--- config.mk ---
export PLATFORM = sky130hd
export DESIGN_NAME = stmm_cmp
export DESIGN_NICKNAME = d
export VERILOG_FILES = /design/src/rtl/stmm_pkg.sv /design/src/rtl/stmm_cmp.sv
export SDC_FILE = /design/constraint.sdc
export NUM_CORES = 1
export LEC_CHECK = 0
export BUFFER_PORTS_ARGS = -buffer_cell sky130_fd_sc_hd__buf_2
export CORE_AREA = 2 2 125 97
export CTS_BUF_LIST = sky130_fd_sc_hd__clkbuf_4
export DETAILED_ROUTE_END_ITERATION = 12
export DIE_AREA = 0 0 127 99
export GPL_TIMING_DRIVEN = 0
export PLACE_DENSITY = 0.79
export SYNTH_ARGS = -nofsm -noshare
export SYNTH_HDL_FRONTEND = slang
export SYNTH_SLANG_ARGS = --single-unit
--- constraint.sdc ---
create_clock -name i_clk -period 2.5 [get_ports i_clk]
set_input_delay 0.125 -clock i_clk [delete_from_list [all_inputs] [get_ports i_clk]]
set_output_delay 0.125 -clock i_clk [all_outputs]
set_load 0.05 [all_outputs]
--- src/rtl/stmm_pkg.sv ---
// Shared types, codes and helpers for the sparse-table range min/max engine.
// Used by stmm_cmp and the top-level core; the channel interface takes its payload types at the instance.
package stmm_pkg;

    localparam int IDX_W    = 10;
    localparam int CNT_W    = 11;
    localparam int DATA_W   = 32;
    localparam int LVL_W    = 4;
    localparam int OP_W     = 2;
    localparam int STATUS_W = 2;

    typedef enum logic [OP_W-1:0] {
        OP_LOAD  = 2'd0,
        OP_BUILD = 2'd1,
        OP_QUERY = 2'd2
    } t_op;

    typedef enum logic [STATUS_W-1:0] {
        STS_OK        = 2'd0,
        STS_BAD_RANGE = 2'd1,
        STS_NOT_BUILT = 2'd2
    } t_status;

    typedef enum logic [3:0] {
        ST_IDLE,
        ST_DECODE,
        ST_B_RDA,
        ST_B_RDB,
        ST_B_WR,
        ST_Q_BASE,
        ST_Q_RDA,
        ST_Q_RDB,
        ST_Q_CMB,
        ST_RESP
    } t_state;

    typedef struct packed {
        logic [OP_W-1:0]   operation;
        logic [IDX_W-1:0]  entry_index;
        logic [DATA_W-1:0] max_value;
        logic [DATA_W-1:0] min_value;
        logic [IDX_W-1:0]  range_left;
        logic [IDX_W-1:0]  range_right;
    } t_in_item;

    typedef struct packed {
        logic [DATA_W-1:0]   range_max;
        logic [DATA_W-1:0]   range_min;
        logic [STATUS_W-1:0] status;
    } t_out_item;

    typedef logic [CNT_W-1:0] t_cfg_data;

    typedef struct packed {
        logic load;
        logic merge;
    } t_cmp_ctrl;

    function automatic logic [LVL_W-1:0] floor_log2(input logic [CNT_W-1:0] v);
        logic [LVL_W-1:0] r;
        r = '0;
        for (int b = 1; b < CNT_W; b++) begin
            if (v[b]) begin
                r = LVL_W'(b);
            end
        end
        return r;
    endfunction

endpackage

--- src/rtl/stmm_cmp.sv ---
// Shared max/min compare unit with an accumulator pair.
// Depends on stmm_pkg for the control struct.
module stmm_cmp #(
    parameter int WIDTH = 32
) (
    input  logic                i_clk,
    input  stmm_pkg::t_cmp_ctrl i_ctrl,
    input  logic [WIDTH-1:0]    i_max,
    input  logic [WIDTH-1:0]    i_min,
    output logic [WIDTH-1:0]    o_max_merged,
    output logic [WIDTH-1:0]    o_min_merged,
    output logic [WIDTH-1:0]    o_acc_max,
    output logic [WIDTH-1:0]    o_acc_min
);
    logic [WIDTH-1:0] r_acc_max;
    logic [WIDTH-1:0] r_acc_min;
    logic [WIDTH-1:0] n_acc_max;
    logic [WIDTH-1:0] n_acc_min;

    assign o_max_merged = (r_acc_max > i_max) ? r_acc_max : i_max;
    assign o_min_merged = (r_acc_min < i_min) ? r_acc_min : i_min;

    always_comb begin
        n_acc_max = r_acc_max;
        n_acc_min = r_acc_min;
        if (i_ctrl.load) begin
            n_acc_max = i_max;
            n_acc_min = i_min;
        end else if (i_ctrl.merge) begin
            n_acc_max = o_max_merged;
            n_acc_min = o_min_merged;
        end
    end

    always_ff @(posedge i_clk) begin
        r_acc_max <= n_acc_max;
        r_acc_min <= n_acc_min;
    end

    assign o_acc_max = r_acc_max;
    assign o_acc_min = r_acc_min;
endmodule

==> results.py <==
metrics = {
    "hold_path": {
        "holdPathStages": 2,
        "holdPathEnd": "o_acc_max[9]",
        "hold_path.class": "in2reg",
        "hp-start": "i_max[9]",
    },
    "logic_synthesis": {
        "synthTopCellsByArea": "edfxtp_1 37%, mux2_1 21%, ha_1 15%",
        "synth_nets": 566,
        "yosysUniqueCellTypes": 37,
        "synthMuxAreaShare": 0.298,
        "synth_fa_ha_area_frac": 0.151,
        "ys_warn_count": 0,
        "synth_compound_area_frac": 0.0675,
        "synthCells": 436,
        "synthFlopType": "edfxtp_1",
        "yosysSeqAreaShare": 0.369,
        "synth_area_um2": 5210,
        "synth_top_cell_by_area": "edfxtp_1",
        "synth_top_family_by_area": "multiplexers",
        "async_reset_ff_frac": 0,
        "synth-seq-cells": 64,
        "synthXorXnorAreaFrac": 0,
        "yosysTopAreaCellShare": 0.369,
        "yosysMostFrequentCell": "mux2_1",
        "syn_avg_cell_area_um2": 12.0,
        "yosys-top-cells-count": "96 x mux2_1, 65 x inv_1, 64 x edfxtp_1, 63 x ha_1, 30 x mux2_4",
        "synth_edf_count": 64,
        "synthSimpleGateAreaFrac": 0.0511,
    },
    "detailed_routing": {
        "wl_met2_um": 8990,
        "wl_met3_um": 987,
        "wl_met1_um": 6860,
        "drt-vias-per-instance": 5.44,
        "drc": 0,
        "dr.pass1.iters": 4,
        "drtAntennaViolNets": 0,
        "vias": 4845,
        "routed.top_layer": "met4",
        "wl_per_cell_um": 19.4,
        "drt_iter0_drc": 209,
        "drt_wl_total_um": 17300,
    },
    "clock_tree": {
        "clk_pin_slew_ns": 0.11,
        "htreeDepth": 3,
        "insertion_delay_ns": 0.43,
        "cts_made_buffers": 9,
        "clock-root-buffer": "clkbuf_4",
        "cts_tree": "built",
        "clockBufferDepth": 2,
        "cts.sinks": 64,
    },
    "placed_design": {
        "pre_cts_ws_ns": -0.545,
        "io_buffer_count": 194,
        "routabilityCongestion": 0.794,
        "postPlaceCellArea_um2": 6800,
        "hpwl_um": 10200,
    },
    "sta": {
        "tightestPinTransition_ns": 0.977,
        "rsz0062_at_grt": "yes",
        "max_freq_mhz": 310,
        "hold_viol": 0,
        "slew_headroom": 0.349,
        "setup_viol": 128,
        "min_period_ns": 3.22,
        "maxSlewViolCount": 0,
        "clock_skew_ns": 0.0200,
        "worst_slack_ns": -0.722,
        "fin_crit_sh": 1.29,
    },
    "final_layout": {
        "drive_gt1_frac": 0.616,
        "fillCellCount": 638,
        "post-route-cell-area_um2": 8870,
        "nets": 872,
        "multi_input_area_um2": 3570,
        "diodes": 0,
        "seq_area_um2": 1920,
        "syn2layout_area_growth_pct": 70.1,
    },
    "worst_setup_path": {
        "r2r-start": "o_acc_min[2]",
        "crit_type": "reg2out",
        "r2r_setup_slack_ns": -0.57,
        "end_kind": "output port",
        "path_buf_inv": 3,
        "crit_slowest_cell": "edfxtp_1",
        "crit_chain": "ha_1, nand4_1, nor4_4, nand3b_1, a31oi_2, a21oi_4, buf_6, buf_12, mux2_4, buf_6",
        "start_kind": "flip-flop",
        "worstPathRequired_ns": 2.38,
        "arrival_ns": 3.10,
        "cp_max_fo": 5,
        "crit_family": "simple AND/OR/NAND/NOR gates",
        "max_stage_delay_ns": 0.47,
        "crit_top_cell": "buf_6",
        "timing.rr.end": "o_acc_min[3]",
        "r2r_cells": 11,
    },
    "die": {
        "initial_utilization": 0.461,
        "core_um2": 11300,
        "boundaryPins": 195,
        "die_w_um": 127,
        "dieArea_um2": 12600,
        "num_rows": 34,
        "die_y_um": 99,
    },
    "global_routing": {
        "grt_pass1_wl_um": 25400,
        "grtUsageTotal": 0.255,
        "grt_pass1_vias": 4952,
        "grt-ovfl-total": 0,
        "grt_antenna_before_repair": 0,
        "grt_max_degree": 65,
    },
    "power_and_ir_drop": {
        "power_density_nw_per_um2": 733,
        "ir_worst_vdd_v": 0.000519,
        "p_leak_nw": 4.52,
        "total_power_mw": 6.50,
    },
    "outcome": {
        "outcome": "finished with violations",
        "violations": "negative setup slack",
    },
    "flow_run": {
        "drv_cap": 0,
    },
}
-- timing repair --
action,in CTS,in global routing
hold buffers,19,2
gates cloned,8,4
pin swaps,17,20
hold endpoints to repair,19,2
setup endpoints to repair,128,128
resized for setup,180,53
buffers inserted,34,34
-- stage by stage --
stage | std cells | utilization | hold WS [ns] | setup TNS [ns]
after floorplan | 436 | - | 0.342 | -35.40
after global placement | 774 | 0.601 | 0.455 | -37.13
after detailed placement | 774 | 0.601 | 0.463 | -42.82
after CTS | 851 | 0.730 | 0.000110 | -67.08
after global routing | 891 | 0.784 | -0.000516 | -77.55
final | 891 | 0.784 | 0.0238 | -67.43
-- worst max-delay path by stage --
stage | start | endpoint | slack [ns] | cells after the start
CTS | o_acc_min[2] | o_min_merged[18] | -0.78 | 10
floorplan | o_acc_min[2] | o_acc_min[10] | -0.44 | 8
finish | o_acc_max[6] | o_max_merged[30] | -0.72 | 10
global placement | o_acc_min[2] | o_min_merged[28] | -0.48 | 9
global route | o_acc_min[28] | o_min_merged[4] | -0.80 | 10
detailed placement | o_acc_min[2] | o_min_merged[28] | -0.55 | 9
-- cells by family (layout without fill, tap and decap cells) --
logic type               count (synthesis)  in the layout
AO/OA/AOI/OAI                           55             55
adder cells (fa/ha/maj)                 63             63
AND/OR/NAND/NOR                         49             49
multiplexers                           128            128
buffers and inverters                   77            388
flip-flops                              64             64
-- layout by cell type (no fill, tap or decap), types with 3 or more instances in the layout --
master / netlist / routed
buf_2: 6 / 130
mux2_4: 30 / 126
inv_1: 65 / 65
edfxtp_1: 64 / 64
buf_6: 3 / 53
buf_4: 3 / 52
ha_1: 63 / 51
buf_8: 0 / 29
a21oi_1: 27 / 24
dlygate4sd3_1: 0 / 21
nand2_1: 14 / 14
nand4_1: 13 / 13
clkbuf_4: 0 / 11
buf_12: 0 / 10
ha_4: 0 / 10
nand3_1: 7 / 6
o21ai_0: 6 / 5
buf_16: 0 / 5
o21ai_1: 3 / 4
nor2_1: 5 / 4
clkbuf_16: 0 / 4
nor4_4: 0 / 3
a21oi_4: 0 / 3
a21oi_2: 3 / 3
bufbuf_16: 0 / 3
-- final cells by class --
cell class                 instances  share of cell area
inverter                          65              0.0275
tap                              144              0.0203
buffer                            12              0.0254
clock inverter                     5             0.00536
multi-input combinational        295               0.403
clock buffer                      11             0.00931
sequential                        64               0.217
timing repair buffer             295               0.293
-- routing by layer --
layer  vias up  global-route usage
li1       2233                   -
met1      2369               0.302
met2       202               0.459
met3        41              0.0548
met4         0              0.0913
met5         -                   0
-- state kept, by name, summed over array words and instances, names as in the netlist --
signal     count
o_acc_min     32
o_acc_max     32
-- report_power, final --
part	total, mW	internal [mW]	switching, mW
clock	0.734	0.318	0.416
combinational	4.24	1.95	2.29
sequential	1.52	1.37	0.154
No activity file was read; power rests on OpenSTA's default activity.
